File: config.mk
export PLATFORM = sky130hd
export DESIGN_NAME = klv_mxf_stream_deframer
export DESIGN_NICKNAME = d
export VERILOG_FILES = /design/src/hw/rtl/kmsd_pkg.sv /design/src/hw/rtl/klv_mxf_stream_deframer.sv /design/src/hw/rtl/kmsd_front.sv /design/src/hw/rtl/kmsd_back.sv
export SDC_FILE = /design/constraint.sdc
export NUM_CORES = 1
export LEC_CHECK = 0
export BUFFER_PORTS_ARGS = -buffer_cell sky130_fd_sc_hd__buf_4
export CAP_MARGIN = 20
export CORE_MARGIN = 5
export CORE_UTILIZATION = 50
export CTS_CLUSTER_SIZE = 24
export DETAILED_ROUTE_END_ITERATION = 7
export PLACE_DENSITY = 0.68
export SETUP_SLACK_MARGIN = 0.15
export SYNTH_ARGS = -nofsm -noshare
export SYNTH_HDL_FRONTEND = slang
export SYNTH_HIERARCHICAL = 1
export SYNTH_SLANG_ARGS = --single-unit
File: constraint.sdc
create_clock -name clk -period 10.5 [get_ports clk]
set_input_delay 1.575 -clock clk [delete_from_list [all_inputs] [get_ports clk]]
set_output_delay 1.575 -clock clk [all_outputs]
set_load 0.005 [all_outputs]
File: src/hw/rtl/kmsd_pkg.sv
// Package with the shared types, codes and key constants of the KLV deframer.
package kmsd_pkg;

	localparam logic [2:0] PH_KEY  = 3'd0;
	localparam logic [2:0] PH_LEN  = 3'd1;
	localparam logic [2:0] PH_VAL  = 3'd2;
	localparam logic [2:0] PH_LTAG = 3'd3;
	localparam logic [2:0] PH_LLEN = 3'd4;
	localparam logic [2:0] PH_LVAL = 3'd5;
	localparam logic [2:0] PH_PHDR = 3'd6;
	localparam logic [2:0] PH_PENT = 3'd7;

	localparam logic [1:0] K_PLAIN  = 2'd0;
	localparam logic [1:0] K_LOCAL  = 2'd1;
	localparam logic [1:0] K_PRIMER = 2'd2;
	localparam logic [1:0] K_FILLER = 2'd3;

	localparam logic [1:0] ERR_NONE    = 2'd0;
	localparam logic [1:0] ERR_NULLTAG = 2'd1;
	localparam logic [1:0] ERR_OVERRUN = 2'd2;

	localparam logic [1:0] REG_MXF_MODE     = 2'd0;
	localparam logic [1:0] REG_DUMP_FILLER  = 2'd1;
	localparam logic [1:0] REG_LIMIT_ENABLE = 2'd2;
	localparam logic [1:0] REG_LIMIT_BYTES  = 2'd3;

	localparam logic [7:0] LOCAL_SET_MARK = 8'h53;
	localparam int         QUEUE_DEPTH    = 2;

	typedef struct packed {
		logic [7:0]  byte_out;
		logic [2:0]  byte_role;
		logic [1:0]  packet_kind;
		logic        shown;
		logic [23:0] value_offset;
		logic [23:0] packet_length;
		logic [15:0] item_tag;
		logic        last_of_packet;
		logic [1:0]  error_code;
	} result_t;

	typedef struct packed {
		logic        mxf_mode;
		logic        dump_filler;
		logic        limit_enable;
		logic [31:0] limit_bytes;
	} cfg_t;

	function automatic logic [7:0] primer_key(input logic [3:0] i);
		logic [7:0] k;
		case (i)
			4'd0: k = 8'h06;  4'd1: k = 8'h0e;  4'd2: k = 8'h2b;  4'd3: k = 8'h34;
			4'd4: k = 8'h02;  4'd5: k = 8'h05;  4'd6: k = 8'h01;  4'd7: k = 8'h01;
			4'd8: k = 8'h0d;  4'd9: k = 8'h01;  4'd10: k = 8'h02; 4'd11: k = 8'h01;
			4'd12: k = 8'h01; 4'd13: k = 8'h05; 4'd14: k = 8'h01; default: k = 8'h00;
		endcase
		return k;
	endfunction

	function automatic logic [7:0] filler_key(input logic [3:0] i);
		logic [7:0] k;
		case (i)
			4'd0: k = 8'h06;  4'd1: k = 8'h0e;  4'd2: k = 8'h2b;  4'd3: k = 8'h34;
			4'd4: k = 8'h01;  4'd5: k = 8'h01;  4'd6: k = 8'h01;  4'd7: k = 8'h01;
			4'd8: k = 8'h03;  4'd9: k = 8'h01;  4'd10: k = 8'h02; 4'd11: k = 8'h10;
			4'd12: k = 8'h01; default: k = 8'h00;
		endcase
		return k;
	endfunction

endpackage

File: src/hw/rtl/klv_mxf_stream_deframer.sv
// Top level of the KLV/MXF stream deframer.
// Takes one byte per cycle, when not stalled, and returns one tagged result per byte, in order,
// registered first in a two-entry byte queue in front of the framing engine and then in its result
// register; the queue lets input and output stall independently, and the framing state machine,
// which tags each byte as it is popped, sets the rate of one byte per clock while neither side stalls.
module klv_mxf_stream_deframer (
	input  logic        clk,
	input  logic        arst_n,
	input  logic        in_valid,
	output logic        in_stall,
	input  logic [7:0]  data_byte,
	output logic        out_valid,
	input  logic        out_stall,
	output logic [7:0]  byte_out,
	output logic [2:0]  byte_role,
	output logic [1:0]  packet_kind,
	output logic        shown,
	output logic [23:0] value_offset,
	output logic [23:0] packet_length,
	output logic [15:0] item_tag,
	output logic        last_of_packet,
	output logic [1:0]  error_code,
	input  logic        cfg_we,
	input  logic [1:0]  cfg_index,
	input  logic [31:0] cfg_data
);

	kmsd_pkg::cfg_t    cfg_q;
	kmsd_pkg::result_t res;
	logic              q_valid, q_pop;
	logic [7:0]        q_byte;

	always_ff @(posedge clk or negedge arst_n) begin
		if (!arst_n) begin
			cfg_q.mxf_mode     <= 1'b1;
			cfg_q.dump_filler  <= 1'b0;
			cfg_q.limit_enable <= 1'b0;
			cfg_q.limit_bytes  <= '0;
		end else if (cfg_we) begin
			case (cfg_index)
				kmsd_pkg::REG_MXF_MODE:     cfg_q.mxf_mode     <= cfg_data[0];
				kmsd_pkg::REG_DUMP_FILLER:  cfg_q.dump_filler  <= cfg_data[0];
				kmsd_pkg::REG_LIMIT_ENABLE: cfg_q.limit_enable <= cfg_data[0];
				default:                    cfg_q.limit_bytes  <= cfg_data;
			endcase
		end
	end

	kmsd_front u_front (
		.clk(clk), .arst_n(arst_n),
		.in_valid(in_valid), .in_stall(in_stall), .in_byte(data_byte),
		.q_valid(q_valid), .q_pop(q_pop), .q_byte(q_byte)
	);

	kmsd_back u_back (
		.clk(clk), .arst_n(arst_n), .cfg(cfg_q),
		.q_valid(q_valid), .q_pop(q_pop), .q_byte(q_byte),
		.out_valid(out_valid), .out_stall(out_stall), .res_q(res)
	);

	assign byte_out       = res.byte_out;
	assign byte_role      = res.byte_role;
	assign packet_kind    = res.packet_kind;
	assign shown          = res.shown;
	assign value_offset   = res.value_offset;
	assign packet_length  = res.packet_length;
	assign item_tag       = res.item_tag;
	assign last_of_packet = res.last_of_packet;
	assign error_code     = res.error_code;

endmodule

File: src/hw/rtl/kmsd_front.sv
// Front end: accepts stream bytes and queues them for the framing engine.
module kmsd_front (
	input  logic       clk,
	input  logic       arst_n,
	input  logic       in_valid,
	output logic       in_stall,
	input  logic [7:0] in_byte,
	output logic       q_valid,
	input  logic       q_pop,
	output logic [7:0] q_byte
);

	logic [7:0] mem_q [kmsd_pkg::QUEUE_DEPTH];
	logic       wr_ptr_q, rd_ptr_q;
	logic [1:0] count_q;
	logic       push;

	assign in_stall = (count_q == 2'(kmsd_pkg::QUEUE_DEPTH));
	assign push     = in_valid && !in_stall;
	assign q_valid  = (count_q != 2'd0);
	assign q_byte   = mem_q[rd_ptr_q];

	always_ff @(posedge clk) begin
		if (push) begin
			mem_q[wr_ptr_q] <= in_byte;
		end
	end

	always_ff @(posedge clk or negedge arst_n) begin
		if (!arst_n) begin
			wr_ptr_q <= 1'b0;
			rd_ptr_q <= 1'b0;
			count_q  <= 2'd0;
		end else begin
			if (push) begin
				wr_ptr_q <= ~wr_ptr_q;
			end
			if (q_pop) begin
				rd_ptr_q <= ~rd_ptr_q;
			end
			count_q <= count_q + 2'(push) - 2'(q_pop);
		end
	end

	assert property (@(posedge clk) disable iff (!arst_n) count_q <= 2'd2)
		else $error("queue count out of range");
	assert property (@(posedge clk) disable iff (!arst_n) q_pop |-> q_valid)
		else $error("pop from empty queue");
	assert property (@(posedge clk) disable iff (!arst_n)
		(push && !q_pop) |=> count_q == $past(count_q) + 2'd1)
		else $error("queue count missed a push");

endmodule

File: src/hw/rtl/kmsd_back.sv
// Back end: framing state machine that tags each byte and holds the result register.
module kmsd_back (
	input  logic                    clk,
	input  logic                    arst_n,
	input  kmsd_pkg::cfg_t          cfg,
	input  logic                    q_valid,
	output logic                    q_pop,
	input  logic [7:0]              q_byte,
	output logic                    out_valid,
	input  logic                    out_stall,
	output kmsd_pkg::result_t       res_q
);

	logic [2:0]  phase_q;
	logic [4:0]  fcnt_q;
	logic        pm_q, fm_q;
	logic [1:0]  kind_q;
	logic [23:0] len_q, off_q, vleft_q;
	logic [24:0] cons_q;
	logic [15:0] tag_q, ilen_q;
	logic [31:0] pleft_q;
	logic        ovalid_q;

	logic [2:0]  phase_d;
	logic [4:0]  fcnt_d;
	logic        pm_d, fm_d;
	logic [1:0]  kind_d;
	logic [23:0] len_d, off_d, vleft_d;
	logic [24:0] cons_d;
	logic [15:0] tag_d, ilen_d;
	logic [31:0] pleft_d;
	kmsd_pkg::result_t r;

	logic [3:0]  kidx;
	logic [7:0]  b;
	logic [25:0] total;
	logic [24:0] cons_inc;
	logic [23:0] vlen;

	assign b         = q_byte;
	assign kidx      = fcnt_q[3:0];
	assign out_valid = ovalid_q;
	assign q_pop     = q_valid && (!ovalid_q || !out_stall);
	assign cons_inc  = cons_q + 25'd1;
	assign total     = {1'b0, cons_inc} + {10'd0, ilen_d};

	always_comb begin
		phase_d = phase_q; fcnt_d = fcnt_q; pm_d = pm_q; fm_d = fm_q;
		kind_d = kind_q; len_d = len_q; off_d = off_q; vleft_d = vleft_q;
		cons_d = cons_q; tag_d = tag_q; ilen_d = ilen_q; pleft_d = pleft_q;
		vlen = 24'd0;
		r = '0;
		r.byte_out = b;
		r.packet_kind = kind_q;
		r.value_offset = {19'd0, fcnt_q};
		r.packet_length = len_q;
		r.error_code = kmsd_pkg::ERR_NONE;
		unique case (phase_q)
			kmsd_pkg::PH_KEY: begin
				if (kidx == 4'd0) begin
					pm_d = 1'b1; fm_d = 1'b1; kind_d = kmsd_pkg::K_PLAIN; len_d = '0;
				end
				pm_d = pm_d && (b == kmsd_pkg::primer_key(kidx));
				fm_d = fm_d && (b == kmsd_pkg::filler_key(kidx));
				if (kidx == 4'd5) begin
					kind_d = (b == kmsd_pkg::LOCAL_SET_MARK) ? kmsd_pkg::K_LOCAL
						: kmsd_pkg::K_PLAIN;
				end
				r.byte_role = kmsd_pkg::PH_KEY;
				r.packet_kind = kmsd_pkg::K_PLAIN;
				r.value_offset = {20'd0, kidx};
				r.packet_length = '0;
				if (kidx == 4'd15) begin
					if (!cfg.mxf_mode) begin
						kind_d = kmsd_pkg::K_PLAIN;
					end else if (kind_d != kmsd_pkg::K_LOCAL) begin
						if (pm_d) kind_d = kmsd_pkg::K_PRIMER;
						else if (fm_d) kind_d = kmsd_pkg::K_FILLER;
						else kind_d = kmsd_pkg::K_PLAIN;
					end
					phase_d = kmsd_pkg::PH_LEN; fcnt_d = '0;
				end else begin
					fcnt_d = {1'b0, kidx + 4'd1};
				end
			end
			kmsd_pkg::PH_LEN: begin
				len_d = {len_q[15:0], b};
				r.byte_role = kmsd_pkg::PH_LEN;
				r.packet_length = len_d;
				if (fcnt_q >= 5'd3) begin
					fcnt_d = '0;
					if (kind_q == kmsd_pkg::K_PRIMER) begin
						pleft_d = '0; phase_d = kmsd_pkg::PH_PHDR;
					end else if (len_d == 24'd0) begin
						r.last_of_packet = 1'b1; phase_d = kmsd_pkg::PH_KEY;
					end else if (kind_q == kmsd_pkg::K_LOCAL) begin
						cons_d = '0; phase_d = kmsd_pkg::PH_LTAG;
					end else begin
						off_d = '0; phase_d = kmsd_pkg::PH_VAL;
					end
				end else begin
					fcnt_d = fcnt_q + 5'd1;
				end
			end
			kmsd_pkg::PH_VAL: begin
				r.byte_role = kmsd_pkg::PH_VAL;
				r.value_offset = off_q;
				if (kind_q == kmsd_pkg::K_FILLER) r.shown = cfg.dump_filler;
				else if (kind_q == kmsd_pkg::K_PLAIN && !cfg.mxf_mode && cfg.limit_enable)
					r.shown = ({8'd0, off_q} < cfg.limit_bytes);
				else r.shown = 1'b1;
				if ({1'b0, off_q} + 25'd1 >= {1'b0, len_q}) begin
					r.last_of_packet = 1'b1; phase_d = kmsd_pkg::PH_KEY; fcnt_d = '0;
				end else begin
					off_d = off_q + 24'd1;
				end
			end
			kmsd_pkg::PH_LTAG: begin
				tag_d = (fcnt_q == 5'd0) ? {b, 8'd0} : {tag_q[15:8], b};
				cons_d = cons_inc;
				r.byte_role = kmsd_pkg::PH_LTAG;
				r.item_tag = tag_d;
				if (fcnt_q >= 5'd1) begin
					if (tag_d == 16'd0) r.error_code = kmsd_pkg::ERR_NULLTAG;
					phase_d = kmsd_pkg::PH_LLEN; fcnt_d = '0;
				end else begin
					fcnt_d = 5'd1;
				end
			end
			kmsd_pkg::PH_LLEN: begin
				ilen_d = (fcnt_q == 5'd0) ? {b, 8'd0} : {ilen_q[15:8], b};
				cons_d = cons_inc;
				r.byte_role = kmsd_pkg::PH_LLEN;
				r.item_tag = tag_q;
				if (fcnt_q >= 5'd1) begin
					if (total > {2'd0, len_q}) r.error_code = kmsd_pkg::ERR_OVERRUN;
					if (total < {2'd0, len_q}) vlen = {8'd0, ilen_d};
					else if (cons_inc <= {1'b0, len_q}) vlen = 24'(({1'b0, len_q} - cons_inc));
					else vlen = '0;
					cons_d = total[24:0];
					fcnt_d = '0;
					if (vlen != 24'd0) begin
						vleft_d = vlen; off_d = '0; phase_d = kmsd_pkg::PH_LVAL;
					end else if (total >= {2'd0, len_q}) begin
						r.last_of_packet = 1'b1; phase_d = kmsd_pkg::PH_KEY;
					end else begin
						phase_d = kmsd_pkg::PH_LTAG;
					end
				end else begin
					fcnt_d = 5'd1;
				end
			end
			kmsd_pkg::PH_LVAL: begin
				r.byte_role = kmsd_pkg::PH_LVAL;
				r.value_offset = off_q;
				r.shown = 1'b1;
				r.item_tag = tag_q;
				vleft_d = vleft_q - 24'd1;
				if (vleft_d == 24'd0) begin
					fcnt_d = '0;
					if (cons_q >= {1'b0, len_q}) begin
						r.last_of_packet = 1'b1; phase_d = kmsd_pkg::PH_KEY;
					end else begin
						phase_d = kmsd_pkg::PH_LTAG;
					end
				end else begin
					off_d = off_q + 24'd1;
				end
			end
			kmsd_pkg::PH_PHDR: begin
				r.byte_role = kmsd_pkg::PH_PHDR;
				if (fcnt_q < 5'd4) pleft_d = {pleft_q[23:0], b};
				if (fcnt_q >= 5'd7) begin
					fcnt_d = '0;
					if (pleft_d == 32'd0) begin
						r.last_of_packet = 1'b1; phase_d = kmsd_pkg::PH_KEY;
					end else begin
						phase_d = kmsd_pkg::PH_PENT;
					end
				end else begin
					fcnt_d = fcnt_q + 5'd1;
				end
			end
			kmsd_pkg::PH_PENT: begin
				r.byte_role = kmsd_pkg::PH_PENT;
				if (fcnt_q >= 5'd17) begin
					fcnt_d = '0;
					pleft_d = pleft_q - 32'd1;
					if (pleft_d == 32'd0) begin
						r.last_of_packet = 1'b1; phase_d = kmsd_pkg::PH_KEY;
					end
				end else begin
					fcnt_d = fcnt_q + 5'd1;
				end
			end
			default: r.byte_role = kmsd_pkg::PH_KEY;
		endcase
	end

	always_ff @(posedge clk) begin
		if (q_pop) begin
			res_q <= r;
			len_q <= len_d; off_q <= off_d; vleft_q <= vleft_d; cons_q <= cons_d;
			tag_q <= tag_d; ilen_q <= ilen_d; pleft_q <= pleft_d;
		end
	end

	always_ff @(posedge clk or negedge arst_n) begin
		if (!arst_n) begin
			phase_q  <= kmsd_pkg::PH_KEY;
			fcnt_q   <= '0;
			pm_q     <= 1'b1;
			fm_q     <= 1'b1;
			kind_q   <= kmsd_pkg::K_PLAIN;
			ovalid_q <= 1'b0;
		end else begin
			if (q_pop) begin
				phase_q <= phase_d; fcnt_q <= fcnt_d; pm_q <= pm_d; fm_q <= fm_d;
				kind_q <= kind_d;
				ovalid_q <= 1'b1;
			end else if (!out_stall) begin
				ovalid_q <= 1'b0;
			end
		end
	end

	assert property (@(posedge clk) disable iff (!arst_n)
		(ovalid_q && out_stall) |=> ovalid_q)
		else $error("result dropped while stalled");
	assert property (@(posedge clk) disable iff (!arst_n)
		(phase_q == kmsd_pkg::PH_LTAG || phase_q == kmsd_pkg::PH_LLEN) |-> fcnt_q <= 5'd1)
		else $error("local header byte count out of range");
	assert property (@(posedge clk) disable iff (!arst_n)
		(phase_q == kmsd_pkg::PH_LVAL) |-> vleft_q != 24'd0)
		else $error("local value entered with nothing left");

endmodule

[Word level (Yosys, flattened, before mapping)]
Memories as Yosys holds them, arrays and structs flattened.
Index checks and enable logic that the tools add are counted.
Storage, ports and cells
  register bits: 294
  RAM bits: 16
  bits in read-only memories: 192
  bits of input ports: 47
  output and inout bits: 83
  logic and storage cells: 243
  memories kept: 3
Operators by class
  add/subtract/negate cells: 11
  $lt $le $gt $ge: 12
  eq/ne operators: 38
  multiplexer cells: 102
  bitwise gates (word level): 3
  reduce and logical (&&, ||, !) cells: 45
Memory list
  (name not given): words 16, bits a word 6, read ports 1, clocked after memory_dff 0, wr ports 0, RTL line kmsd_pkg.sv:51  | case (i)
  (name not given): words 16, bits a word 6, read ports 1, clocked after memory_dff 0, wr ports 0, RTL line kmsd_pkg.sv:62  | case (i)
  u_front.mem_q: words 2, bits a word 8, read ports 1, clocked after memory_dff 0, wr ports 1, RTL line kmsd_front.sv:13  | logic [7:0] mem_q [kmsd_pkg::QUEUE_DEPTH];
Operators with widths (number)
  24-bit 2-to-1 mux: 15
  24-bit one-hot mux with 2 select lines: 4
  32-bit 2-to-1 mux: 5
  25-bit 2-to-1 mux: 5
  24-bit one-hot mux with 4 select lines: 1
  32-bit one-hot mux with 3 select lines: 1
  25-bit one-hot mux with 3 select lines: 1
  32-bit logical NOT: 2
  25-bit by 24-bit greater-or-equal comparator with 1-bit output: 2
  24-bit logical NOT: 2
  16-bit 2-to-1 mux: 3
  3-bit one-hot mux with 8 select lines: 2
  3-bit 2-to-1 mux: 14
  5-bit one-hot mux with 7 select lines: 1
  24-bit by 32-bit < comparator with 1-bit output: 1
  16-bit one-hot mux with 2 select lines: 1
  32-bit by 1-bit subtractor with 32-bit output, second input constant: 1
  2-bit by 1-bit inequality test with 1-bit output, second input constant: 15
  25-bit by 16-bit adder with 26-bit output: 1
  26-bit by 24-bit greater-or-equal comparator with 1-bit output: 1
  26-bit by 24-bit > comparator with 1-bit output: 1
  26-bit by 24-bit < comparator with 1-bit output: 1
  1-bit 2-to-1 mux: 26
  24-bit by 1-bit adder with 25-bit output, second input constant: 1
  52 further kinds: 104

[Depth between registers and ports, before layout]
Gate-level depths: netlist (run 1).
  depth in word-level cells: 12
  depth in mapped cells: 31
  gate-level depth less buffers: 28

[Cells and area by module]
Netlist (run 1), hierarchy kept.
Modules (own cells, without submodules)
  kmsd_back: instances 1, cells an instance 2066, area an instance 19239.7 µm², seq. area each 7594.8 µm²
  klv_mxf_stream_deframer: instances 1, cells an instance 77, area an instance 1457.6 µm², seq. area each 877.1 µm²
  kmsd_front: instances 1, cells an instance 42, area an instance 808.3 µm², seq. area each 580.6 µm²

[Least setup slack after synthesis (run 1)]
No wires, ideal clock.
  kind: register -> register
  start: register u_back.fcnt_q[1]
  end: register u_back.off_q[0], enable pin
  setup time: 413 ps
  arrival: 6858 ps
  required time: 10087 ps
  slack: 3228 ps
  stages on the path, launching flop included: 32
  path buffers: 3
  period minus slack after synthesis: 7272 ps
  cells stage by stage: dfrtp_1 > inv_1 > ha_1 > buf_2 > or4b_1 > clkbuf_1 > buf_1 > nand2_1 > o21ai_0 > ha_1 > inv_1 > fa_1 > nor2b_1 > o21ai_0 > a21boi_0 > o31ai_1 > nor2_1 > a21oi_1 > nor2b_1 > o21a_1 > o31a_1 > ha_1 > a21o_1 > a21o_1 > a211oi_1 > o21ai_0 > a221oi_1 > o21ai_1 > nand2b_1 > a21o_1 > and3_1 > a21oi_1
On the way
  word-level cells in the longest chain between the ends: 11
  elaborated cells on any way between the ends: 15
  classes of those cells: 1 x add/sub; 3 x order compare; 3 x eq/ne; 5 x mux; 3 x reduce/logical
Ends and longest elaborated chain
  start: declaration: RTL line kmsd_back.sv:15  | logic [4:0] fcnt_q;
  start signal: assignment: RTL line kmsd_back.sv:218  | phase_q <= phase_d; fcnt_q <= fcnt_d; pm_q <= pm_d; fm_q <= fm_d;
  5-bit logical NOT: RTL line kmsd_back.sv:131  | ilen_d = (fcnt_q == 5'd0) ? {b, 8'd0} : {ilen_q[15:8], b};
  16-bit 2-to-1 mux: RTL line kmsd_back.sv:131
  16-bit 2-to-1 mux: RTL line kmsd_back.sv:58  | unique case (phase_q)
  via u_back.ilen_d[0]: RTL line kmsd_back.sv:30  | logic [15:0] tag_d, ilen_d;
  25-bit by 16-bit adder with 26-bit output: RTL line kmsd_back.sv:45  | assign total = {1'b0, cons_inc} + {10'd0, ilen_d};
  26-bit by 24-bit < comparator with 1-bit output: RTL line kmsd_back.sv:137  | if (total < {2'd0, len_q}) vlen = {8'd0, ilen_d};
  24-bit 2-to-1 mux: RTL line kmsd_back.sv:137
  24-bit 2-to-1 mux: RTL line kmsd_back.sv:135  | if (fcnt_q >= 5'd1) begin
  24-bit 2-to-1 mux: RTL line kmsd_back.sv:58
  24-bit nonzero test: RTL line kmsd_back.sv:142  | if (vlen != 24'd0) begin
  2-bit by 1-bit inequality test with 1-bit output (no line)
  10-bit AND reduction (no line)
  end signal: assignment: RTL line kmsd_back.sv:203  | len_q <= len_d; off_q <= off_d; vleft_q <= vleft_d; cons_q <= cons_d;
  end: declaration: RTL line kmsd_back.sv:18  | logic [23:0] len_q, off_q, vleft_q;
The timed path passes the listed nets, and every way through them passes these cells. The select of a mux whose other input is x is not followed.
A chain may end at the register's enable or synchronous reset.

[Worst setup path after layout (run 1)]
  start: register u_back.fcnt_q[1]
  end: register u_back.vleft_q[9], enable pin
On the way
  word-level cells in the longest chain between the ends: 11
  elaborated cells on any way between the ends: 13
  classes of those cells: 1 x add/sub; 2 x order compare; 2 x eq/ne; 5 x mux; 3 x reduce/logical
Ends and longest elaborated chain (RTL line)
  5-bit logical NOT: kmsd_back.sv:131
  16-bit 2-to-1 mux: kmsd_back.sv:131
  16-bit 2-to-1 mux: kmsd_back.sv:58
  via u_back.ilen_d[0]: kmsd_back.sv:30
  25-bit by 16-bit adder with 26-bit output: kmsd_back.sv:45
  26-bit by 24-bit < comparator with 1-bit output: kmsd_back.sv:137
  24-bit 2-to-1 mux: kmsd_back.sv:137
  24-bit 2-to-1 mux: kmsd_back.sv:135
  24-bit 2-to-1 mux: kmsd_back.sv:58
  24-bit nonzero test: kmsd_back.sv:142
  2-bit by 1-bit inequality test with 1-bit output (no line)
  4-bit AND reduction (no line)
  end signal: assignment: kmsd_back.sv:203
  end: declaration: kmsd_back.sv:18
The timed path passes the listed nets, and every way through them passes these cells. The select of a mux whose other input is x is not followed.

==> results.txt, run 1 <==
- The number of global-route vias before repair is 17.3k.
- Total Routed Length: 64800 um
- The first global-routing pass estimated 99500 um of wire.
- The root buffer cell chosen for the clock tree is sky130_fd_sc_hd__clkbuf_16.
- Count of flip-flops with a built-in enable after synthesis: 258
* Type of the worst setup path: reg -> reg
- Deepest level of the CTS H-tree: 2
- The synthesized netlist devotes 16.6% of its cell area to compound gates.
- Number of antenna violations at the first check in global routing: 0
- Average wire per cell in the routed design: 22.8 um
- Routability-driven placement congestion ratio: 0.944
* Design internal power: 4.39 mW
- # setup viols final: 0
- The synthesized netlist occupies a cell area of 0.0215 mm^2.
* Clock power share: 16.0%
- Summed over all nets, the switching power comes to 3.62 mW.
- Synth-to-Final Area Change: 12.0%
- Power density cells: 332 mW/mm^2
* Number of filler instances in the final layout: 3717
- The number of pins exceeding their max-slew limit in the final report came to 0.
- Main combinational cell family by area after synthesis: simple AND/OR/NAND/NOR gates
* Total number of vias: 18.0k
* Post-route clock period utilization: 79.1%
- Nets@finish: 2486
* Proportion of register bits with asynchronous set or reset after synthesis: 16.8%
- Summing the areas of all fa, ha and maj instances in the mapped netlist gives 10.1% of the synthesized area.
- The later pin in the worst-skew pair is clocked with a latency of 580 ps.
* Proportion of synthesized area in mux cells: 3.76%
- TritonCTS built the clock tree.
* Area after detailed placement: 0.0229 mm^2
* Pin count of the biggest net entering global routing: 57
- Min-delay worst type: reg -> reg
- Seq/Total Area, Yosys: 42.1%
* Number of sinks driven by the clock tree: 310
- Initial Utilization: 50.3%
- Portion of total power attributed to combinational logic: 55.1%
- Setup repair after global routing left no endpoint under its margin.
* Crit Path Max Fanout: 29
* Die Area: 0.0473 mm^2
- Dominant register cell in the synthesized netlist: sky130_fd_sc_hd__edfxtp_1
* Share of power burned in registers: 28.9%
- Nets in the synthesized netlist: 2405
* Number of buffers on the longest clock path: 3
* Run status: finished, final reports clean
* Share of the synthesized area in the top cell type: 36.0%
* Sum of negative setup slack: 0 ps
- Synth Area per Inst: 9.84 um^2
- Rel. slew slack: 22.4%
- WP data arrival: 8560 ps
* Final antenna diode count: 0
* Fmax: 120 MHz
- Remaining routing DRC violations: 0
* Global route overflow: 0
- Hold bufs inserted after CTS: 0
- In this run the tool buffered the top-level ports with 129 buffer cells.
* Synthesized-area fraction occupied by and/or/nand/nor cells: 18.6%
* Critical Path Sink Type: register
- Summed over all instances, the cell type with the most area after synthesis is sky130_fd_sc_hd__edfxtp_1.
- VDD sags by at most 0.000177 V.
- Seq cells post-synth: 310
- Total CTS buffers: 36
- Clock-pin slew was measured on the worst setup and hold paths at 60 ps.
- 130 I/O pins were placed.
- Ranked by total cell area, the synthesized netlist is headed by sky130_fd_sc_hd__edfxtp_1 (36%), sky130_fd_sc_hd__ha_1 (9.9%), sky130_fd_sc_hd__dfrtp_1 (5.7%), sky130_fd_sc_hd__o21ai_0 (3.4%), sky130_fd_sc_hd__nand2_1 (3.1%).
- After detailed routing, the number of vias per cell comes to 6.32.
- The worst path in the final design needs a cycle of 8310 ps, including I/O delays and setup.
- For the pin with the worst max-slew slack, the measured transition is 1150 ps.
- Hold Fails Final Rpt: 0
- Post-CTS Setup Inserts: 0
* Die span in y: 217 um
- Layout cells sized above 1: 13.1%
- Core footprint: 0.0428 mm^2
- After routing the design area is 0.0241 mm^2.
- Critical-path top delay cell: sky130_fd_sc_hd__or4b_1
- First DRT Iteration DRCs: 2015
* Longest individual stage delay on the worst path: 940 ps
- By instance count, the leading cell after synthesis is sky130_fd_sc_hd__edfxtp_1.
* Critical path startpoint category: register
* Hpwl dp: 48200 um
- The analysis attributes to cell leakage a power of 9.83 nW.
* Maximum clock skew at final layout: 34.4 ps
* Worst Path Required: 10760 ps
- Synth Area in XOR/XNOR: 4.51%
- Number of rows created at floorplan: 76
* # resized after CTS: 0
* Number of distinct library cells after synthesis: 97
* Number of instances in the synthesized netlist: 2185
- Switching fraction of total power: 45.2%
- In this run the remaining antenna-violating nets after routing total 0.
* Number of iterations in the first detailed-routing pass: 6
- Sorting the synthesized cells by how often they occur yields sky130_fd_sc_hd__edfxtp_1 (258), sky130_fd_sc_hd__nand2_1 (178), sky130_fd_sc_hd__ha_1 (171), sky130_fd_sc_hd__o21ai_0 (144), sky130_fd_sc_hd__nor2_1 (128).
* Reported max-cap violation count: 0
* Number of warnings printed during yosys synthesis: 6
* Die W: 217 um
* Overall fraction of global-route tracks in use: 26.6%
through the flow:
step	setup slack (ps)	utilization [%]	instances	hold slack, ps	power, mW
detailed placement	2500	53.5	2774	488	6.62
floorplan	3230	-	2185	457	5.16
global route	1630	56.3	2840	521	8.52
CTS	2380	56.3	2840	492	7.95
finish	2190	56.3	2840	498	8.00
global placement	2440	53.4	2773	472	6.55
cell usage in the layout, fill, tap and decap left out, types with 70 or more instances in the layout:
cell / count
sky130_fd_sc_hd__nor2_1: 126
sky130_fd_sc_hd__edfxtp_1: 258
sky130_fd_sc_hd__ha_1: 171
sky130_fd_sc_hd__nand2_1: 178
sky130_fd_sc_hd__buf_4: 145
sky130_fd_sc_hd__a21o_1: 76
sky130_fd_sc_hd__nor3_1: 70
sky130_fd_sc_hd__a21oi_1: 105
sky130_fd_sc_hd__o21ai_0: 144
sky130_fd_sc_hd__inv_1: 125
flip-flops by register name, indices dropped and copies added (netlist names), 24 cells and up:
register,flops
u_back/len_q,24
u_back/cons_q,25
u_back/off_q,24
u_back/pleft_q,32
u_back/res_q,81
cfg_q,35
u_back/vleft_q,24
power groups by stage:
stage | clock network [mW] | registers [mW] | logic (mW)
2_1_floorplan | 0 | 2.21 | 2.94
3_3_place_gp | 0 | 2.32 | 4.23
3_5_place_dp | 0 | 2.33 | 4.30
4_1_cts | 1.31 | 2.31 | 4.33
5_1_grt | 1.36 | 2.36 | 4.80
6_report | 1.28 | 2.31 | 4.41
area by class of cell:
type	count	area (um^2)	share of cell area (%)
clock buffer	47	983	4.08
tap	546	683	2.84
sequential	310	9050	37.6
multi-input combinational	1646	11600	48.0
inverter	126	475	1.97
timing repair buffer	146	1100	4.58
clock inverter	19	224	0.930
worst paths after layout:
| kind | from | end | slack, ps | cells after the start |
|---|---|---|---|---|
| worst max-delay path | u_back/fcnt_q[1] | u_back/vleft_q[9] | 2190 | 29 |
| worst min-delay path | u_back/fm_q | u_back/fm_q | 500 | 2 |
| worst max register to register | u_back/fcnt_q[1] | u_back/vleft_q[9] | 2190 | 29 |
| worst min register to register | u_back/fm_q | u_back/fm_q | 500 | 2 |
| max in group asynchronous | arst_n | u_front/rd_ptr_q | 8960 | 1 |
| min in group asynchronous | arst_n | cfg_q[14] | 1040 | 1 |
worst max-delay path, delay by kind of cell, from the launching register on:
kind	cells	cell delay, ps
buffers and inverters	3	510
AO/OA/AOI/OAI	15	3850
flip-flops	1	470
AND/OR/NAND/NOR	7	2110
adder cells (fa/ha/maj)	4	1040
cell families after synthesis:
logic type / after synthesis
buffers and inverters: 229
AND/OR/NAND/NOR: 756
AO/OA/AOI/OAI: 547
XOR/XNOR: 110
adder cells (fa/ha/maj): 173
flip-flops: 310
multiplexers: 60
metal layers:
| layer | vias to the layer above | part of all wire, % | global-route usage (%) |
|---|---|---|---|
| li1 | 8311 | - | - |
| met1 | 8694 | 43 | 36.4 |
| met2 | 809 | 46 | 42.7 |
| met3 | 147 | 7.0 | 4.21 |
| met4 | 0 | 4.2 | 10.2 |
| met5 | - | 0 | 0 |
Note: power is estimated with default switching activity, not from simulation.
==> inputs of run 2 (changes only) <==
--- a/config.mk
+++ b/config.mk
@@ -11,7 +11,7 @@
 export CORE_UTILIZATION = 50
 export CTS_CLUSTER_SIZE = 24
 export DETAILED_ROUTE_END_ITERATION = 7
-export PLACE_DENSITY = 0.68
+export PLACE_DENSITY = 0.7
 export SETUP_SLACK_MARGIN = 0.15
 export SYNTH_ARGS = -nofsm -noshare
 export SYNTH_HDL_FRONTEND = slang
==> constraint.sdc (replaced) <==
create_clock -name clk -period 7.5 [get_ports clk]
set_input_delay 1.125 -clock clk [delete_from_list [all_inputs] [get_ports clk]]
set_output_delay 1.125 -clock clk [all_outputs]
set_load 0.005 [all_outputs]
==> results.txt, run 2 (same netlist as run 1, synthesis figures left out) <==
* Worst VDD drop: 0.000263 V
- Across the routed clock network, the largest skew measured is 36.1 ps.
* Worst-case reg-to-reg path depth: 27
- Total CTS buffers: 37
* Hold-critical path endpoint: u_front/wr_ptr_q
* Number of buffers on the longest clock path: 3
- The critical path in this run is classified as reg -> reg.
- DRT antenna net count: 0
* Most frequent cells in the layout: sky130_fd_sc_hd__edfxtp_1 (258), sky130_fd_sc_hd__nand2_1 (177), sky130_fd_sc_hd__ha_1 (171)
- Critical path startpoint category: register
- STA puts the critical path data required time at 7770 ps.
- Critical-path top delay cell: sky130_fd_sc_hd__or4b_4
* Reg-to-Reg Start: u_back/fcnt_q[1]
- Number of rows created at floorplan: 76
- After clock tree synthesis, the clock-pin slew on the worst setup and hold paths is 60 ps.
- Setup violations remaining at the end of the flow were counted as 0.
- Die Area: 0.0473 mm^2
- At the pin with the least slew margin, the transition time is 1110 ps.
- The largest registers in the layout are u_back/res_q x81, cfg_q x35, u_back/pleft_q x32.
- Crit Path Max Fanout: 24
* Sum of negative setup slack: 0 ps
- Clock latency reported for the late side of the worst-skew pair: 570 ps
- Number of buffers and inverters on the critical path: 3
- Global route overflow: 0
- After legalization and detailed placement, the total HPWL measured 48000 um.
* Switching power total: 5.04 mW
- Run status: finished, final reports clean
* Longest individual stage delay on the worst path: 530 ps
- In the routed design, unresolved DRC markers number 0.
- Reported max-cap violation count: 0
* Register containing the most flip-flops in the final layout: u_back/res_q
* Overall fraction of global-route tracks in use: 26.4%
- At the end of the flow, the number of nets in the layout was 2501.
- Summed over all cells, the static leakage comes to 9.92 nW.
* Final antenna diode count: 0
- Number of iterations in the first detailed-routing pass: 6
- Worst reg2reg path endpoint: u_back/off_q[18]
- Max reg flops: 81
- Power density cells: 464 mW/mm^2
- Commonest non-fill, non-tap cell in the layout: sky130_fd_sc_hd__edfxtp_1
* Design internal power: 6.22 mW
- The final count of hold timing violations is 0.
- Setup repair after global routing missed its margin: no
- The number of pins exceeding their max-slew limit in the final report came to 0.
- The area growth from synthesis to layout is 12.9%.
- For this configuration, the core starts out at a cell density of 50.3%.
- Setup slack on the worst reg-to-reg path comes out at 610 ps.
- The worst setup path is captured at a register.
* Final worst slack: 613 ps
- Ports: 130
- Counting instances, the worst hold path has a depth of 1.
* Switching fraction of total power: 44.8%
- Worst slack, placed: 378 ps
- Wire length of the first global-routing pass: 99400 um
* Number of input and output port buffers inserted: 129
- Among cell families on the critical path, the largest total delay comes from compound AO/OA/AOI/OAI gates.
* Clock power share: 16.3%
- The startpoint identified for the worst hold timing path is u_front/wr_ptr_q.
- Fmax: 145 MHz
- Routability-driven placement congestion ratio: 0.944
* Number of antenna violations at the first check in global routing: 0
- Rel. slew slack: 25.2%
- Deepest level of the CTS H-tree: 2
- Via density per instance: 6.27
- Core footprint: 0.0428 mm^2
- Of the available clock period, the critical path in the final layout requires 91.8%.
- Combinational logic is responsible for 55.2% of the overall power.
- After detailed routing, the total wire length is 64100 um.
- After detailed routing, the average wire length per cell comes to 22.5 um.
- In the final layout, the share of cells above drive strength 1 is 13.9%.
- TritonCTS built the clock tree.
- Total number of vias: 17.9k
- Die W: 217 um
- Time the final worst path needs with I/O delays and setup: 6890 ps
- Min-delay worst type: reg -> reg
- The tree built by TritonCTS fans out to 310 sinks.
- In this run the clock root is driven by a sky130_fd_sc_hd__clkbuf_16.
- Share of power burned in registers: 28.5%
- The die is 217 um tall.
- Entering global routing, the biggest net connects 55 pins.
* Via count of the first global-routing pass: 17.4k
- First DRT Iteration DRCs: 1902
- For the worst setup path, the data arrival time is 7150 ps.
[run 2: cell count changes in the layout (fill, tap and decap cells not counted), moves of 2 or more]
cell / delta
sky130_fd_sc_hd__buf_12: +2
sky130_fd_sc_hd__buf_4: +13
sky130_fd_sc_hd__clkinv_4: +2
sky130_fd_sc_hd__clkinvlp_4: +2
sky130_fd_sc_hd__clkinv_2: -4
sky130_fd_sc_hd__inv_6: +2
[run 2: area by class of cell]
type	count	area, um^2
Sequential cell	310	9050
Timing Repair Buffer	160	1230
Clock buffer	48	997
Multi-Input combinational cell	1646	11600
Clock inverter	20	254
Tap cell	546	683
Fill cell	3717	18500
Inverter	126	475
[run 2: repair_timing]
action                                  CTS  global route
endpoints found under the setup margin    0            74
gates resized for setup                   0             6
setup buffers                             0             0
hold buffers                              0             0
[run 2: power by group through the flow]
stage,registers [mW],clock network [mW],logic [mW]
floorplan,3.10,0,4.12
global placement,3.22,0,5.97
global route,3.27,1.95,6.78
finish,3.21,1.83,6.22
detailed placement,3.22,0,6.06
CTS,3.20,1.86,6.11
[run 2: worst max path at each step]
stage	slack [ps]	to	cells past startpoint	startpoint
global placement	510	u_back/off_q[21]	29	u_back/fcnt_q[1]
finish	610	u_back/off_q[18]	27	u_back/fcnt_q[1]
floorplan	230	u_back/off_q[0]	31	u_back/fcnt_q[1]
global route	150	u_back/off_q[22]	29	u_back/fcnt_q[1]
detailed placement	380	u_back/off_q[19]	29	u_back/fcnt_q[1]
CTS	300	u_back/off_q[18]	29	u_back/fcnt_q[1]
[run 2: metrics by stage]
step | power [mW] | util [%] | std cells | hold WS [ps] | area [um^2]
after floorplan | 7.22 | - | 2185 | 457 | 21500
after global placement | 9.18 | 53.8 | 2788 | 475 | 23000
after detailed placement | 9.28 | 53.8 | 2788 | 477 | 23000
after CTS | 11.2 | 56.7 | 2856 | 487 | 24300
after global routing | 12.0 | 56.7 | 2856 | 491 | 24300
final | 11.3 | 56.7 | 2856 | 499 | 24300
[run 2: worst register-to-register path, stage by stage (launching register included)]
cell and delay (ps):
sky130_fd_sc_hd__dfrtp_1 470, sky130_fd_sc_hd__inv_1 190, sky130_fd_sc_hd__ha_1 180, sky130_fd_sc_hd__or4b_4 530, sky130_fd_sc_hd__buf_4 240, sky130_fd_sc_hd__nand2_1 180
sky130_fd_sc_hd__o21ai_0 210, sky130_fd_sc_hd__ha_1 460, sky130_fd_sc_hd__and4_1 360, sky130_fd_sc_hd__nand2_1 80, sky130_fd_sc_hd__a211oi_1 240, sky130_fd_sc_hd__nor2_1 100
sky130_fd_sc_hd__and3_1 180, sky130_fd_sc_hd__o21ai_0 180, sky130_fd_sc_hd__o211ai_1 130, sky130_fd_sc_hd__xnor2_1 210, sky130_fd_sc_hd__ha_1 280, sky130_fd_sc_hd__a21o_1 170
sky130_fd_sc_hd__a21o_1 170, sky130_fd_sc_hd__a21oi_1 140, sky130_fd_sc_hd__o21ai_0 120, sky130_fd_sc_hd__a221oi_2 390, sky130_fd_sc_hd__o21ai_1 210, sky130_fd_sc_hd__nand2b_1 190
sky130_fd_sc_hd__a21o_1 160, sky130_fd_sc_hd__and3_1 270, sky130_fd_sc_hd__a21oi_2 290, sky130_fd_sc_hd__buf_12 220
[run 2: per-layer routing]
| metal | vias to the layer above | track usage [%] | share of wire (%) |
|---|---|---|---|
| met2 | 782 | 43.3 | 47 |
| met3 | 161 | 3.62 | 6.6 |
| met1 | 8623 | 35.9 | 43 |
| met4 | 0 | 10.3 | 4.0 |
| li1 | 8340 | - | - |
| met5 | - | 0 | 0 |
